$ cat src/amdfs_pkg.sv
// ----------------------------------------------------------------------------
// amdfs_pkg
// Shared sizes, opcodes, types and helpers for the adjacency matrix
// depth-first walk block.
// ----------------------------------------------------------------------------
package amdfs_pkg;

    localparam int MAX_NODES   = 64;
    localparam int NODE_W      = $clog2(MAX_NODES);
    localparam int CNT_W       = NODE_W + 1;
    localparam int CHUNK_W     = 8;
    localparam int CHUNK_LOG   = $clog2(CHUNK_W);
    localparam int CHUNK_IDX_W = NODE_W - CHUNK_LOG;

    localparam logic [1:0] OP_ADD   = 2'd0;
    localparam logic [1:0] OP_WALK  = 2'd1;
    localparam logic [1:0] OP_CLEAR = 2'd2;

    typedef logic [NODE_W-1:0]    node_t;
    typedef logic [CNT_W-1:0]     count_t;
    typedef logic [MAX_NODES-1:0] row_t;

    typedef struct packed {
        node_t  node;
        count_t scan;
    } frame_t;

    typedef struct packed {
        logic push;
        logic pop;
        logic clear;
    } stack_cmd_t;

    typedef struct packed {
        logic  done;
        logic  found;
        node_t index;
    } scan_res_t;

    // position of the lowest set bit of one chunk
    function automatic logic [CHUNK_LOG-1:0] lowest_set(input logic [CHUNK_W-1:0] bits);
        logic [CHUNK_LOG-1:0] pos;
        pos = '0;
        for (int k = CHUNK_W - 1; k >= 0; k--)
        begin
            if (bits[k])
            begin
                pos = k[CHUNK_LOG-1:0];
            end
        end
        return pos;
    endfunction

endpackage

$ cat src/amdfs_stack.sv
// ----------------------------------------------------------------------------
// amdfs_stack
// Walk stack of suspended frames (node, next neighbor to try) in a memory
// with registered read; popped frame is valid the cycle after the pop.
// ----------------------------------------------------------------------------
module amdfs_stack (
    input  logic                  clk,
    input  logic                  rst_n,
    input  amdfs_pkg::stack_cmd_t cmd,
    input  amdfs_pkg::frame_t     push_frame,
    output amdfs_pkg::frame_t     top_frame,
    output logic                  empty
);
    import amdfs_pkg::*;

    frame_t mem [MAX_NODES];
    frame_t rd_reg;
    count_t depth_reg;
    count_t depth_next;
    node_t  pop_addr;

    assign pop_addr = depth_reg[NODE_W-1:0] - NODE_W'(1);

    always_comb
    begin
        depth_next = depth_reg;
        if (cmd.clear)
        begin
            depth_next = '0;
        end
        else if (cmd.push)
        begin
            depth_next = depth_reg + CNT_W'(1);
        end
        else if (cmd.pop)
        begin
            depth_next = depth_reg - CNT_W'(1);
        end
    end

    always_ff @(posedge clk)
    begin
        if (cmd.push)
        begin
            mem[depth_reg[NODE_W-1:0]] <= push_frame;
        end
        if (cmd.pop)
        begin
            rd_reg <= mem[pop_addr];
        end
    end

    always_ff @(posedge clk or negedge rst_n)
    begin
        if (!rst_n)
        begin
            depth_reg <= '0;
        end
        else
        begin
            depth_reg <= depth_next;
        end
    end

    assign top_frame = rd_reg;
    assign empty     = (depth_reg == '0);

endmodule

$ cat config.mk
export PLATFORM = sky130hd
export DESIGN_NAME = amdfs_stack
export DESIGN_NICKNAME = d
export VERILOG_FILES = /design/src/amdfs_pkg.sv /design/src/amdfs_stack.sv
export SDC_FILE = /design/constraint.sdc
export NUM_CORES = 1
export LEC_CHECK = 0
export ABC_AREA = 0
export BUFFER_PORTS_ARGS = -buffer_cell sky130_fd_sc_hd__clkbuf_2
export CAP_MARGIN = 5
export CORE_MARGIN = 10
export CORE_UTILIZATION = 55
export DETAILED_ROUTE_END_ITERATION = 12
export PLACE_DENSITY = 0.69
export SYNTH_ARGS = -nofsm -noshare
export SYNTH_HDL_FRONTEND = slang
export SYNTH_SLANG_ARGS = --single-unit
$ cat constraint.sdc
create_clock -name clk -period 5.2 [get_ports clk]
set_clock_uncertainty 0.05 [all_clocks]
set_input_delay 0.26 -clock clk [delete_from_list [all_inputs] [get_ports clk]]
set_output_delay 0.26 -clock clk [all_outputs]
set_load 0.02 [all_outputs]
==> summary.md <==
| Metric | Value |
|---|---|
| Tightest Pin Transition | `roughly 1.3 ns` |
| Synthesized instance count | `around 1600` |
| WP data required | `5.52 ns` |
| WL/cell | `just under 30 um` |
| Outcome | `completed` |
| Number of enable flip-flop cells after synthesis | `around 850` |
| Worst min-delay path startpoint | `cmd[2]` |
| P&R area growth vs syn | `13.36%` |
| Synth area leader | `edfxtp_1` |
| WHS | `~0.13 ns` |
| RSZ-0062 raised after global routing | `no` |
| Crit path max fanout | `39` |
| Die area | `0.07059 mm^2` |
| Antenna viol nets, final | `0` |
| Pin count of the biggest net entering global routing | `104` |
| Post-Syn Nets | `about 1600` |
| Count of final setup violators | `0` |
| Commonest cells after routing, fill and taps aside | `845 x edfxtp_1, 231 x mux4_2, 110 x nand2_1` |
| Area contributors post-synth | `edfxtp_1 76%, mux4_2 16%, nand2_1 1.2%` |
| Switching share of total power | `0.2598` |
| Final clock period utilization by the worst path | `0.7450` |
| GR Overflow Total | `0` |
| Port bufs | `31` |
| Vias in the first global route | `~16000` |
| Clk pwr share | `0.371` |
| Synth cell types | `43` |
| First-pass GRT wire length | `110300 um` |
| DR WL met2 | `35590 um` |
| Switch Pwr | `4.454 mW` |
| Clock Tree Buf Depth | `3` |
| Max reg flops | `about 830` |
| Syn avg cell area | `21.39 um^2` |
| Sequential Power Share | `0.458` |
| Pre-Repair DR Iteration Count | `5` |
| Pwr Total | `~17 mW` |
| Startpoint types | `register` |
| Clk sink count | `between 800 and 900` |
| Final Max Slew Viols | `0` |
| Synth top area share | `0.7642` |
| Wire length on met1 | `around 30000 um` |
| Top sig layer | `met4` |
| Comb power frac | `0.171` |
| Chip height | `265.7 um` |
| Setup crit start | `depth_reg[0]$_DFFE_PN0P_` |
| CP Capture Type | `register` |
| Pleak | `between 10 and 15 nW` |
| Root Driver | `clkbuf_16` |
| Fmax | `around 0.26 GHz` |
| Crit path time final | `about 3.9 ns` |
| Met3 wire length | `between 6000 and 7000 um` |
| CP arrival | `between 4 and 5 ns` |
| Max IR drop VDD | `between 200 and 250 uV` |
| Post-CTS resize count | `0` |
| Total GRT Usage | `0.2150` |
| Top_reg_cell synth | `edfxtp_1` |
| Vias/cell | `roughly 6.3` |
| Row cnt | `90` |
| Internal power | `~13 mW` |
| DRC | `0` |
| Worst-path clk slew | `about 0.06 ns` |
| PD cells | `455.5 mW/mm^2` |
| Final Hold Vio Count | `0` |
| Fin Setup TNS | `0 ns` |
| Vias | `about 16000` |
| Worst R2R Start | `depth_reg[0]$_DFFE_PN0P_` |
| H-tree depth | `3` |
| Post-DP HPWL | `41930 um` |
| Share of cells above drive strength 1 | `0.2876` |
| Most common cell after layout, fill and taps aside | `edfxtp_1` |
| Crit Path Class | `reg2reg` |
| Max Cap Violations | `0` |
| Ports | `32` |
| Starting Density | `0.5532` |
| Number of antenna violations at the first check in global routing | `2` |
| Worst-Skew Late Latency | `roughly 0.64 ns` |
| Register bit total from synthesis | `852` |
| Fill cell total of the finished layout | `3955` |
| WL final | `74200 um` |
| Layout Nets | `1698` |
| Post-Syn Area | `between 0.03 and 0.04 mm^2` |
| Slew headroom | `0.1263` |
| Fraction of registers with async set/reset | `0.008216` |
| CTS tree | `built` |
| Share of the yosys chip area belonging to registers | `0.7695` |
| GP Congestion | `between 0.8 and 0.9` |
| TritonCTS Buffers | `84` |
| DIE WIDTH | `approximately 270 um` |
| HP Class | `in2reg` |
| Core area | `0.06002 mm^2` |
| Iter 0 DRT Violations | `1786` |
| Antenna cells | `0` |
| YS warnings | `0` |
-- cell type report --
| type | count | area (um^2) | area share |
|---|---|---|---|
| flip-flops and latches | 852 | 25550 | 0.6790 |
| multi-input cells | 602 | 7244 | 0.1925 |
| well taps | 782 | 978.4 | 0.02600 |
| clock inverters | 49 | 646.9 | 0.01719 |
| inverters | 14 | 52.55 | 0.001396 |
| clock buffers | 107 | 2262 | 0.06011 |
| repair buffers | 118 | 898.4 | 0.02387 |
-- per-stage QoR --
stage	utilization	cell area, um^2	worst slack [ns]	instances
after floorplan	-	33200	1.388	1552
after global placement	0.5776	34670	1.323	2364
after detailed placement	0.5776	34670	1.226	2364
after CTS	0.6266	37610	1.220	2523
after global routing	0.6271	37640	1.063	2524
final	0.6271	37640	1.326	2524
-- cell families (layout without fill, tap and decap cells) --
logic type	count (synthesis)	in the layout	synth area share
adder cells (fa/ha/maj)	8	8	0.003241
flip-flops	852	852	0.7695
AO/OA/AOI/OAI	62	62	0.01191
buffers and inverters	98	288	0.01473
XOR/XNOR	11	11	0.003128
multiplexers	245	245	0.1613
AND/OR/NAND/NOR	276	276	0.03614
-- cells in the mapped netlist, types with 7 or more instances --
master,n
mux4_2,231
buf_4,11
clkbuf_1,30
mux2_2,11
a21oi_1,29
inv_1,14
buf_1,9
a21o_1,12
o221ai_1,10
nand3_1,66
nor2_1,76
nand2_1,110
buf_2,27
dfrtp_1,7
xnor2_1,7
edfxtp_1,845
ha_1,7
-- what timing repair did --
action | 4_1_cts | 5_1_grt
buffers inserted | 0 | 0
hold endpoints to repair | 13 | 0
hold buffers | 3 | 0
setup endpoints to repair | 0 | 0
-- per-layer routing --
metal | vias to the layer above | global-route usage
met5 | - | 0
met3 | 116 | 0.04355
met4 | 0 | 0.06007
met1 | 8370 | 0.3125
li1 | 6644 | -
met2 | 714 | 0.3307
-- power by group through the flow --
stage	Sequential (mW)	Clock [mW]	Combinational, mW
detailed placement	8.00	0	2.95
CTS	7.85	6.45	2.96
global placement	7.99	0	2.91
finish	7.85	6.35	2.93
floorplan	7.99	0	1.79
global route	7.86	6.73	3.11
-- worst paths after layout --
| kind | endpoint | depth (start not counted) | slack [ns] |
|---|---|---|---|
| min in group asynchronous | depth_reg[5]$_DFFE_PN0P_ | 3 | 0.56 |
| max in group asynchronous | depth_reg[0]$_DFFE_PN0P_ | 3 | 4.25 |
| hold reg to reg | depth_reg[6]$_DFFE_PN0P_ | 2 | 0.63 |
| hold / removal | depth_reg[5]$_DFFE_PN0P_ | 3 | 0.13 |
| setup / recovery | top_frame[11]$_DFFE_PP_ | 5 | 1.33 |
| setup reg to reg | top_frame[11]$_DFFE_PP_ | 5 | 1.33 |
-- worst max-delay path, cell delays in order (launching register included) --
cell     delay [ns]
dfrtp_4        0.58
buf_4          0.65
buf_4          0.70
mux4_2         0.59
mux4_2         0.47
mux4_2         0.48
No activity file was read; power rests on OpenSTA's default activity.
