File: src/amdfs_pkg.sv
// ----------------------------------------------------------------------------
// amdfs_pkg
// Shared sizes, opcodes, types and helpers for the adjacency matrix
// depth-first walk block.
// ----------------------------------------------------------------------------
package amdfs_pkg;

    localparam int MAX_NODES   = 64;
    localparam int NODE_W      = $clog2(MAX_NODES);
    localparam int CNT_W       = NODE_W + 1;
    localparam int CHUNK_W     = 8;
    localparam int CHUNK_LOG   = $clog2(CHUNK_W);
    localparam int CHUNK_IDX_W = NODE_W - CHUNK_LOG;

    localparam logic [1:0] OP_ADD   = 2'd0;
    localparam logic [1:0] OP_WALK  = 2'd1;
    localparam logic [1:0] OP_CLEAR = 2'd2;

    typedef logic [NODE_W-1:0]    node_t;
    typedef logic [CNT_W-1:0]     count_t;
    typedef logic [MAX_NODES-1:0] row_t;

    typedef struct packed {
        node_t  node;
        count_t scan;
    } frame_t;

    typedef struct packed {
        logic push;
        logic pop;
        logic clear;
    } stack_cmd_t;

    typedef struct packed {
        logic  done;
        logic  found;
        node_t index;
    } scan_res_t;

    // position of the lowest set bit of one chunk
    function automatic logic [CHUNK_LOG-1:0] lowest_set(input logic [CHUNK_W-1:0] bits);
        logic [CHUNK_LOG-1:0] pos;
        pos = '0;
        for (int k = CHUNK_W - 1; k >= 0; k--)
        begin
            if (bits[k])
            begin
                pos = k[CHUNK_LOG-1:0];
            end
        end
        return pos;
    endfunction

endpackage

File: src/amdfs_scan.sv
// ----------------------------------------------------------------------------
// amdfs_scan
// Shared neighbor search: walks a candidate word one 8-bit chunk per cycle
// and reports the lowest candidate index, or that there is none.
// ----------------------------------------------------------------------------
module amdfs_scan (
    input  logic                                     clk,
    input  logic                                     rst_n,
    input  logic                                     start,
    input  amdfs_pkg::row_t                          cand,
    input  logic [amdfs_pkg::CHUNK_IDX_W-1:0]        first_chunk,
    output amdfs_pkg::scan_res_t                     res
);
    import amdfs_pkg::*;

    logic                   run_reg;
    logic                   run_next;
    row_t                   cand_reg;
    row_t                   cand_next;
    logic [CHUNK_IDX_W-1:0] chunk_reg;
    logic [CHUNK_IDX_W-1:0] chunk_next;
    logic [CHUNK_W-1:0]     chunk_bits;
    logic                   any_cand;

    assign chunk_bits = cand_reg[{chunk_reg, {CHUNK_LOG{1'b0}}} +: CHUNK_W];
    assign any_cand   = (cand_reg != '0);

    always_comb
    begin
        res.done  = run_reg && (!any_cand || (chunk_bits != '0));
        res.found = any_cand;
        res.index = {chunk_reg, lowest_set(chunk_bits)};

        run_next   = run_reg;
        cand_next  = cand_reg;
        chunk_next = chunk_reg;
        if (start)
        begin
            run_next   = 1'b1;
            cand_next  = cand;
            chunk_next = first_chunk;
        end
        else if (res.done)
        begin
            run_next = 1'b0;
        end
        else if (run_reg)
        begin
            // candidates below the start chunk are masked off, so a set bit lies ahead
            chunk_next = chunk_reg + CHUNK_IDX_W'(1);
        end
    end

    always_ff @(posedge clk)
    begin
        cand_reg  <= cand_next;
        chunk_reg <= chunk_next;
    end

    always_ff @(posedge clk or negedge rst_n)
    begin
        if (!rst_n)
        begin
            run_reg <= 1'b0;
        end
        else
        begin
            run_reg <= run_next;
        end
    end

endmodule

File: config.mk
export PLATFORM = sky130hd
export DESIGN_NAME = amdfs_scan
export DESIGN_NICKNAME = d
export VERILOG_FILES = /design/src/amdfs_pkg.sv /design/src/amdfs_scan.sv
export SDC_FILE = /design/constraint.sdc
export NUM_CORES = 1
export LEC_CHECK = 0
export BUFFER_PORTS_ARGS = -buffer_cell sky130_fd_sc_hd__buf_2
export CORE_UTILIZATION = 50
export CTS_BUF_LIST = sky130_fd_sc_hd__clkbuf_8
export DETAILED_ROUTE_END_ITERATION = 8
export PLACE_DENSITY = 0.76
export SLEW_MARGIN = 10
export SYNTH_ARGS = -nofsm -noshare
export SYNTH_HDL_FRONTEND = slang
export SYNTH_SLANG_ARGS = --single-unit
File: constraint.sdc
create_clock -name clk -period 2.7 [get_ports clk]
set_clock_uncertainty 0.2 [all_clocks]
set_input_delay 0.27 -clock clk [delete_from_list [all_inputs] [get_ports clk]]
set_output_delay 0.27 -clock clk [all_outputs]
set_load 0.01 [all_outputs]
==> results of run 1 <==
==> layout make-up <==
class,instances,share of cell area (%)
multi-input combinational,88,21.98
sequential,68,44.01
timing repair buffer,162,27.17
clock buffer,9,2.676
tap,75,2.028
clock inverter,7,2.136
==> cells by family (layout without fill, tap and decap cells) <==
group                    after synthesis  count (layout)  share of synthesized area [%]
buffers and inverters                  8             178                          2.369
AND/OR/NAND/NOR                       45              45                          9.069
AO/OA/AOI/OAI                         15              15                          3.349
flip-flops                            68              68                          66.50
multiplexers                          26              26                          18.01
XOR/XNOR                               1               1                         0.2860
adder cells (fa/ha/maj)                1               1                         0.4084
==> through the flow <==
| stage | cell area (um2) | total power [mW] |
|---|---|---|
| floorplan | 3063 | 1.521 |
| global placement | 3547 | 1.648 |
| detailed placement | 3547 | 1.656 |
| CTS | 4482 | 2.667 |
| global route | 4628 | 2.822 |
| finish | 4628 | 2.740 |
==> Yosys cell counts (all sizes together) (3+ instances only) <==
library cell / n
nor3: 6
mux4: 19
nor4: 16
nand4: 4
a21oi: 7
nor2: 7
mux2i: 4
mux2: 3
nand2: 3
edfxtp: 67
buf: 8
==> timing repair <==
item / in CTS / in global routing
hold endpoints to repair: 65 / 0
setup buffers: 4 / 8
hold buffers: 65 / 0
setup endpoints to repair: 3 / 7
gates cloned: 0 / 1
pin swaps: 1 / 0
gates resized for setup: 13 / 11
==> worst max path at each step <==
| stage | from | to | cells after the start |
|---|---|---|---|
| floorplan | chunk_reg[0]$_DFFE_PP_ | res[0] | 7 |
| global placement | chunk_reg[1]$_DFFE_PP_ | res[0] | 6 |
| detailed placement | chunk_reg[1]$_DFFE_PP_ | res[0] | 6 |
| CTS | chunk_reg[0]$_DFFE_PP_ | res[0] | 7 |
| global route | chunk_reg[0]$_DFFE_PP_ | res[7] | 7 |
| finish | chunk_reg[0]$_DFFE_PP_ | res[0] | 7 |
==> power groups by stage <==
stage / sequential [mW] / clock (mW) / combinational (mW)
after floorplan: 1.31 / 0 / 0.208
after global placement: 1.33 / 0 / 0.314
after detailed placement: 1.34 / 0 / 0.319
after CTS: 1.31 / 0.936 / 0.419
after global routing: 1.33 / 0.983 / 0.512
final: 1.32 / 0.938 / 0.481
==> cells in the final DEF, fill, tap and decap left out, types with 2 or more instances in the layout <==
master,count
buf_2,77
edfxtp_1,67
dlygate4sd3_1,65
nor4_1,15
mux4_2,14
buf_4,14
clkbuf_8,9
nor2_1,7
a21oi_1,6
mux4_1,5
nor3_2,4
nand4_1,4
buf_12,4
mux2_2,3
mux2i_1,2
nor2b_1,2
nand2_1,2
a21o_1,2
bufinv_16,2
clkinv_4,2
==> layer usage <==
layer  global-route usage (%)  vias to the layer above  wire (um)
met5                        0                        -          0
met4                    15.00                        0        204
met3                    8.409                       28        606
met2                    40.00                      144       3987
met1                    29.16                     1093       2984
li1                         -                     1031          -
==> results.json, run 1 <==
{
  "r2r_slack_ns": 0.05,
  "clock-sinks": 68,
  "grt_pass1_vias": 2354,
  "die_width_um": 80.27,
  "ys_warn_count": 0,
  "end_kind": "output port",
  "n_antenna_cell": 0,
  "dp_hpwl_um": 4288,
  "largest_register_ffs": 64,
  "netlist.area_leader.share_pct": 65.69,
  "hold_slack_ns": 0.01097,
  "ys.flop_type": "edfxtp_1",
  "crit_buf_inv": 2,
  "fmax_mhz": 346.8,
  "start_util_pct": 51.73,
  "hold_viol_final": 0,
  "rows": 28,
  "swShare_pct": 24.66,
  "coreArea_mm2": 0.005921,
  "dr.pass1.iters": 4,
  "synth_edf_count": 67,
  "seq_area_mm2": 0.002037,
  "p_leak_nw": 1.797,
  "synth_cell_types": 34,
  "relSlewSlack_pct": 66.59,
  "instances_no_fill": 409,
  "crit_chain": "buf_12 -> mux4_2 -> mux2_2 -> o211ai_2 -> a21oi_1 -> o32ai_2 -> buf_2",
  "avgSynthCellArea_um2": 18.68,
  "seq_power_share_pct": 48.2,
  "drive_gt1_share_pct": 44.61,
  "multiInputGateArea_mm2": 0.001017,
  "drc_errors": 0,
  "htree_num_levels": 3,
  "worst_path_max_delay_cell": "mux4_2",
  "crit_arrival_ns": 2.41,
  "grt_max_degree": 29,
  "outcome": "finished, violations left",
  "max_cap_violations": 0,
  "dp_cells": 315,
  "n_fill_cell": 294,
  "dieHeight_um": 80.27,
  "worst_slew_pin_slew_ns": 0.5012,
  "crit_type": "reg2out",
  "ir_drop_uv": 579.9,
  "reg2reg_depth": 7,
  "power.share.clock_pct": 34.2,
  "io_pins": 78,
  "ys_ff_latch": 68,
  "synthesis.area_mm2": 0.003063,
  "drt-total-wl_um": 7783,
  "cp_top_family": "multiplexers",
  "cts_made_buffers": 9,
  "antenna_found_initial": 0,
  "nets": 400,
  "async_flop_share_pct": 1.471,
  "setup_viol": 2,
  "critPathRequiredTime_ns": 2.23,
  "path_clk_slew_ns": 0.08,
  "grt_first_pass_wirelength_um": 11210,
  "fin_util_pct": 78.17,
  "ant_nets": 0,
  "min_period_ns": 2.884,
  "finalCritPeriodShare_pct": 106.8,
  "cts_tree": "yes",
  "yosysSeqAreaShare_pct": 66.50,
  "cpPeakStageDelay_ns": 0.52,
  "yosysTopAreaCell": "edfxtp_1",
  "via_per_inst": 5.614,
  "netlist_instances": 164,
  "r2r_end": "chunk_reg[0]$_DFFE_PP_",
  "powerDensity_mw_per_mm2": 592.1,
  "cts_buffer_depth": 2,
  "port_buffers": 77,
  "dieArea_mm2": 0.006442,
  "cp_max_fo": 13,
  "power_switching_uw": 675.7,
  "rsz0062_at_grt": "yes",
  "violations": "setup timing",
  "wire_per_inst_um": 19.03,
  "setup_slack_ns": -0.1838,
  "timing.setup.tns_ns": -0.3532,
  "dr_total_vias": 2296,
  "slew_violations": 0,
  "clk_root_buffer_cell": "clkbuf_8",
  "syn2layout_area_growth_pct": 51.10,
  "drtIter0Drc": 219,
  "place.gp.congestion": 0.7694,
  "crit_path_start_kind": "register",
  "synth_nets": 235,
  "p_int_mw": 2.065,
  "grt_util_all_layers_pct": 24.97,
  "synthTopCellsByArea": "edfxtp_1 (66%), mux4_1 (8.6%), mux4_2 (6.6%)",
  "rr_startpoint": "chunk_reg[0]$_DFFE_PP_",
  "grt-ovfl-total": 0,
  "comb_power_share_pct": 17.5,
  "clock_latency_ns": 0.35,
  "hold_class": "in2async",
  "place_ws_ns": 0.05914
}
Note: power is estimated with default switching activity, not from simulation.
==> run 2: changes to the inputs <==
--- a/config.mk
+++ b/config.mk
@@ -5,6 +5,7 @@
 export SDC_FILE = /design/constraint.sdc
 export NUM_CORES = 1
 export LEC_CHECK = 0
+export ABC_AREA = 1
 export BUFFER_PORTS_ARGS = -buffer_cell sky130_fd_sc_hd__buf_2
 export CORE_UTILIZATION = 50
 export CTS_BUF_LIST = sky130_fd_sc_hd__clkbuf_8
==> results.json, run 2 <==
{
  "wire_per_inst_um": 14.80,
  "netlist_top_cells_count": "edfxtp_1 (67), nor2_1 (48), nand2_1 (43), inv_1 (25), nand3_1 (23)",
  "drtIter0Drc": 166,
  "ys.flop_type": "edfxtp_1",
  "synth_edf_count": 67,
  "port_buffers": 77,
  "yosysTopAreaCell": "edfxtp_1",
  "dieHeight_um": 80.29,
  "crit_path_start_kind": "register",
  "finalCritPeriodShare_pct": 93.74,
  "grt_first_pass_wirelength_um": 11930,
  "worst_slew_pin_slew_ns": 0.6168,
  "final_cell_mix": "buf_2 (77), edfxtp_1 (67), dlygate4sd3_1 (66)",
  "synthXorXnorAreaFrac_pct": 0.2858,
  "synth_cell_types": 27,
  "io_pins": 78,
  "antenna_found_initial": 0,
  "synth_top_family_by_area": "simple AND/OR/NAND/NOR gates",
  "r2r_slack_ns": 0.55,
  "drive_gt1_share_pct": 25.46,
  "htree_num_levels": 3,
  "rows": 28,
  "power_switching_uw": 638.2,
  "grt_pass1_vias": 2638,
  "seq_power_share_pct": 50.2,
  "totalPowerFinal_mw": 2.594,
  "place_ws_ns": 0.5012,
  "max_cap_violations": 0,
  "dr.pass1.iters": 5,
  "critPathRequiredTime_ns": 2.23,
  "hold_class": "in2reg",
  "slew_violations": 0,
  "path_clk_slew_ns": 0.07,
  "relSlewSlack_pct": 58.88,
  "multiInputGateArea_um2": 838.3,
  "synthTopCellsByArea": "edfxtp_1 (66%), nor2_1 (5.9%), nand2_1 (5.3%)",
  "synth_compound_area_share_pct": 6.819,
  "ys_ff_latch": 68,
  "nets": 502,
  "drc_errors": 0,
  "syn2layout_area_growth_pct": 43.57,
  "synthesis.area_mm2": 0.003064,
  "clk_root_buffer_cell": "clkbuf_8",
  "synth_most_common_cell": "edfxtp_1",
  "n_antenna_cell": 0,
  "grt_util_all_layers_pct": 25.39,
  "power.share.clock_pct": 35.0,
  "swShare_pct": 24.60,
  "crit_arrival_ns": 2.06,
  "outcome": "finished, final reports clean",
  "synth_nets": 354,
  "n_fill_cell": 409,
  "synth-simple-area-share_pct": 19.84,
  "ir_drop_uv": 481.3,
  "synth_adder_area_share_pct": 0.4083,
  "dr_total_vias": 2606,
  "coreArea_mm2": 0.005921,
  "final_common_cell": "buf_2",
  "hold_viol_final": 0,
  "dieArea_mm2": 0.006446,
  "via_per_inst": 5.100,
  "clock_latency_ns": 0.35,
  "rsz0062_at_grt": "no",
  "crit_type": "reg2out",
  "grt_max_degree": 45,
  "fmax_mhz": 395.1,
  "largest_register_ffs": 64,
  "ant_nets": 0,
  "seq_area_mm2": 0.002037,
  "clock-sinks": 68,
  "cp_max_fo": 23,
  "setup_slack_ns": 0.1690,
  "min_period_ns": 2.531,
  "netlist.area_leader.share_pct": 65.66,
  "start_util_pct": 51.75,
  "powerDensity_mw_per_mm2": 589.7,
  "p_leak_nw": 1.846,
  "timing.setup.tns_ns": 0,
  "setup_viol": 0,
  "die_width_um": 80.29,
  "cts_buffer_depth": 2,
  "netlist_instances": 283,
  "place.gp.congestion": 0.9045,
  "cts_made_buffers": 9,
  "synth.mux.area_fraction_pct": 0,
  "comb_power_share_pct": 14.9,
  "ys_warn_count": 0,
  "async_flop_share_pct": 1.471,
  "drt-total-wl_um": 7562,
  "yosysSeqAreaShare_pct": 66.48,
  "hold_slack_ns": 0.01713,
  "grt-ovfl-total": 0,
  "end_kind": "output port",
  "cts_tree": "yes",
  "avgSynthCellArea_um2": 10.83,
  "p_int_mw": 1.956,
  "dp_hpwl_um": 4452
}
[run 2: final timing paths]
path	end	start	cells past startpoint
worst max-delay path	res[7]	chunk_reg[0]$_DFFE_PP_	12
worst min-delay path	chunk_reg[2]$_DFFE_PP_	first_chunk[2]	3
worst max register to register	chunk_reg[1]$_DFFE_PP_	chunk_reg[0]$_DFFE_PP_	10
worst min register to register	run_reg$_DFFE_PN0P_	run_reg$_DFFE_PN0P_	2
max in group asynchronous	run_reg$_DFFE_PN0P_	rst_n	2
min in group asynchronous	run_reg$_DFFE_PN0P_	rst_n	2
[run 2: kinds of logic after synthesis]
logic type,count (synthesis)
flops,68
fa+ha+maj,1
xor+xnor,1
simple gates,137
buf+inv,39
compound gates,37
[run 2: layout make-up]
class                           count  share of cell area (%)
Timing Repair Buffer              149                   25.17
Inverter                           27                   2.418
Clock buffer                        9                   2.816
Tap cell                           75                   2.133
Multi-Input combinational cell    176                   19.06
Clock inverter                      7                   2.105
Sequential cell                    68                   46.30
[run 2: per-stage QoR]
step	instances	instance area [um2]	util [%]
finish	511	4399	74.30
floorplan	283	3064	-
global route	511	4399	74.30
detailed placement	428	3506	59.21
CTS	510	4383	74.03
global placement	428	3506	59.21
[run 2: power by group through the flow]
stage | Sequential (mW) | Combinational, mW | Clock [mW]
after floorplan | 1.31 | 0.187 | 0
after global placement | 1.32 | 0.291 | 0
after detailed placement | 1.32 | 0.299 | 0
after CTS | 1.30 | 0.373 | 0.912
after global routing | 1.31 | 0.428 | 0.959
final | 1.30 | 0.386 | 0.907
[run 2: metal layers]
layer	share of wire [%]	track usage, %	wire, um	up-vias
met4	1.5	7.143	111	0
met3	5.9	7.273	445	12
li1	-	-	-	1276
met5	0	0	0	-
met2	53	46.24	3986	107
met1	40	28.83	3018	1211
[run 2: what timing repair did]
| item | 4_1_cts | 5_1_grt |
|---|---|---|
| hold endpoints to repair | 66 | 0 |
| setup buffers | 0 | 1 |
| hold buffers | 66 | 0 |
| gates resized for setup | 0 | 4 |
| setup endpoints to repair | 0 | 3 |
[run 2: worst max-delay path, stage by stage (launching register included)]
cell,delay (ns)
edfxtp_1,0.45
buf_4,0.24
nor2_1,0.12
nor2_1,0.05
o21ai_0,0.09
o211ai_1,0.11
nand2_1,0.12
nand2_1,0.11
nor2_2,0.13
nand3_1,0.08
nand2_1,0.06
inv_1,0.03
buf_2,0.12
==> run 3: changes to the inputs <==
--- a/config.mk
+++ b/config.mk
@@ -10,7 +10,7 @@
 export CORE_UTILIZATION = 50
 export CTS_BUF_LIST = sky130_fd_sc_hd__clkbuf_8
 export DETAILED_ROUTE_END_ITERATION = 8
-export PLACE_DENSITY = 0.76
+export PLACE_DENSITY = 0.8
 export SLEW_MARGIN = 10
 export SYNTH_ARGS = -nofsm -noshare
 export SYNTH_HDL_FRONTEND = slang
==> results.json, run 3 (synthesized netlist as in run 2, its figures left out) <==
{
  "grt_pass1_vias": 2629,
  "multiInputGateArea_um2": 838.3,
  "start_util_pct": 51.75,
  "cts_buffer_depth": 2,
  "dp_hpwl_um": 4505,
  "port_buffers": 77,
  "final_area_mm2": 0.004433,
  "critPathRequiredTime_ns": 2.23,
  "timing.setup.tns_ns": 0,
  "grt_util_all_layers_pct": 25.86,
  "worst-path-stages": 13,
  "drt-total-wl_um": 7702,
  "totalPowerFinal_mw": 2.551,
  "place_ws_ns": 0.4657,
  "hold_class": "in2reg",
  "r2r_end": "chunk_reg[2]$_DFFE_PP_",
  "grt-ovfl-total": 0,
  "fin_util_pct": 74.87,
  "clk_root_buffer_cell": "clkbuf_8",
  "dieHeight_um": 80.29,
  "outcome": "finished, final reports clean",
  "grt_max_degree": 48,
  "rsz0062_at_grt": "yes",
  "slew_violations": 0,
  "placed_area_mm2": 0.003506,
  "whs_path_depth": 3,
  "end_kind": "output port",
  "cts_made_buffers": 9,
  "cp_max_fo": 14,
  "crit_buf_inv": 4,
  "cp_top_family": "simple AND/OR/NAND/NOR gates",
  "antenna_found_initial": 0,
  "finalCritPeriodShare_pct": 96.86,
  "coreArea_mm2": 0.005921,
  "max_cap_violations": 0,
  "relSlewSlack_pct": 62.88,
  "htree_num_levels": 3,
  "rows": 28,
  "n_antenna_cell": 0,
  "p_leak_nw": 1.860,
  "ant_nets": 0,
  "largest_register_ffs": 64,
  "worst_slew_pin_slew_ns": 0.5569,
  "crit_type": "reg2out",
  "drive_gt1_share_pct": 26.08,
  "ir_drop_uv": 543.3,
  "final_cell_mix": "buf_2 (77), dlygate4sd3_1 (68), edfxtp_1 (67)",
  "seq_area_mm2": 0.002037,
  "drtIter0Drc": 178,
  "drc_errors": 0,
  "worst_path_max_delay_cell": "edfxtp_1",
  "wire_per_inst_um": 14.93,
  "cts_tree": "yes",
  "crit_chain": "buf_6 -> buf_4 -> nor2_1 -> nor2_1 -> o21ai_1 -> nand3_1 -> nand2_2 -> nand2_2 -> nor2_4 -> nand3_1 -> nand2_1 -> inv_1 -> buf_2",
  "via_per_inst": 5.155,
  "clock-sinks": 68,
  "endpoint": "res[7]",
  "powerDensity_mw_per_mm2": 575.4,
  "nets": 507,
  "hold_viol_final": 0,
  "path_clk_slew_ns": 0.08,
  "r2r_slack_ns": 0.49,
  "setup_slack_ns": 0.08484,
  "rr_startpoint": "chunk_reg[0]$_DFFE_PP_",
  "clock_latency_ns": 0.36,
  "setup_viol": 0,
  "min_period_ns": 2.615,
  "die_width_um": 80.29,
  "crit_arrival_ns": 2.15,
  "reg2reg_depth": 11,
  "crit_path_start_kind": "register",
  "syn2layout_area_growth_pct": 44.67,
  "dieArea_mm2": 0.006446,
  "setup.worst_path.start": "chunk_reg[0]$_DFFE_PP_",
  "dr.pass1.iters": 5,
  "place.gp.congestion": 0.9230,
  "fmax_mhz": 382.4,
  "io_pins": 78,
  "cpPeakStageDelay_ns": 0.47,
  "grt_first_pass_wirelength_um": 12050,
  "n_fill_cell": 402,
  "dr_total_vias": 2660,
  "final_common_cell": "buf_2"
}
## run 3: area by class of cell
| class | count | share of cell area (%) |
|---|---|---|
| timing repair buffer | 154 | 26.11 |
| inverter | 27 | 2.399 |
| multi-input combinational | 176 | 18.91 |
| clock buffer | 9 | 2.794 |
| tap | 75 | 2.117 |
| clock inverter | 7 | 1.722 |
| sequential | 68 | 45.95 |
## run 3: worst min path at each step
stage | from | to
floorplan | rst_n | run_reg$_DFFE_PN0P_
global placement | rst_n | run_reg$_DFFE_PN0P_
detailed placement | rst_n | run_reg$_DFFE_PN0P_
CTS | first_chunk[2] | chunk_reg[2]$_DFFE_PP_
global route | first_chunk[2] | chunk_reg[2]$_DFFE_PP_
finish | first_chunk[2] | chunk_reg[2]$_DFFE_PP_
## run 3: metal layers
metal	track usage, %	vias to the layer above	share of wire (%)
met2	46.15	132	52
met3	6.591	20	7.8
met4	11.07	0	2.0
li1	-	1286	-
met1	29.16	1222	38
met5	0	-	0
## run 3: stage by stage
stage | cells | hold WS [ns]
3_3_place_gp | 428 | -0.1507
4_1_cts | 512 | 0.01416
2_1_floorplan | 283 | -0.2256
5_1_grt | 516 | 0.02483
6_report | 516 | 0.02046
3_5_place_dp | 428 | -0.1521
## run 3: tightest hold or removal path: stages
cell     delay [ns]
buf_2          0.08
nand2_1        0.04
o21ai_0        0.07
## run 3: where the power goes
| group | switching (mW) | internal, mW |
|---|---|---|
| clock | 0.422 | 0.430 |
| combinational | 0.203 | 0.193 |
| sequential | 0.0480 | 1.26 |
| total | 0.673 | 1.88 |
## run 3: timing repair
item / in CTS / in global routing
hold buffers: 68 / 0
endpoints found under the setup margin: 0 / 4
hold endpoints to repair: 67 / 0
resized for setup: 0 / 7
setup buffers: 0 / 4
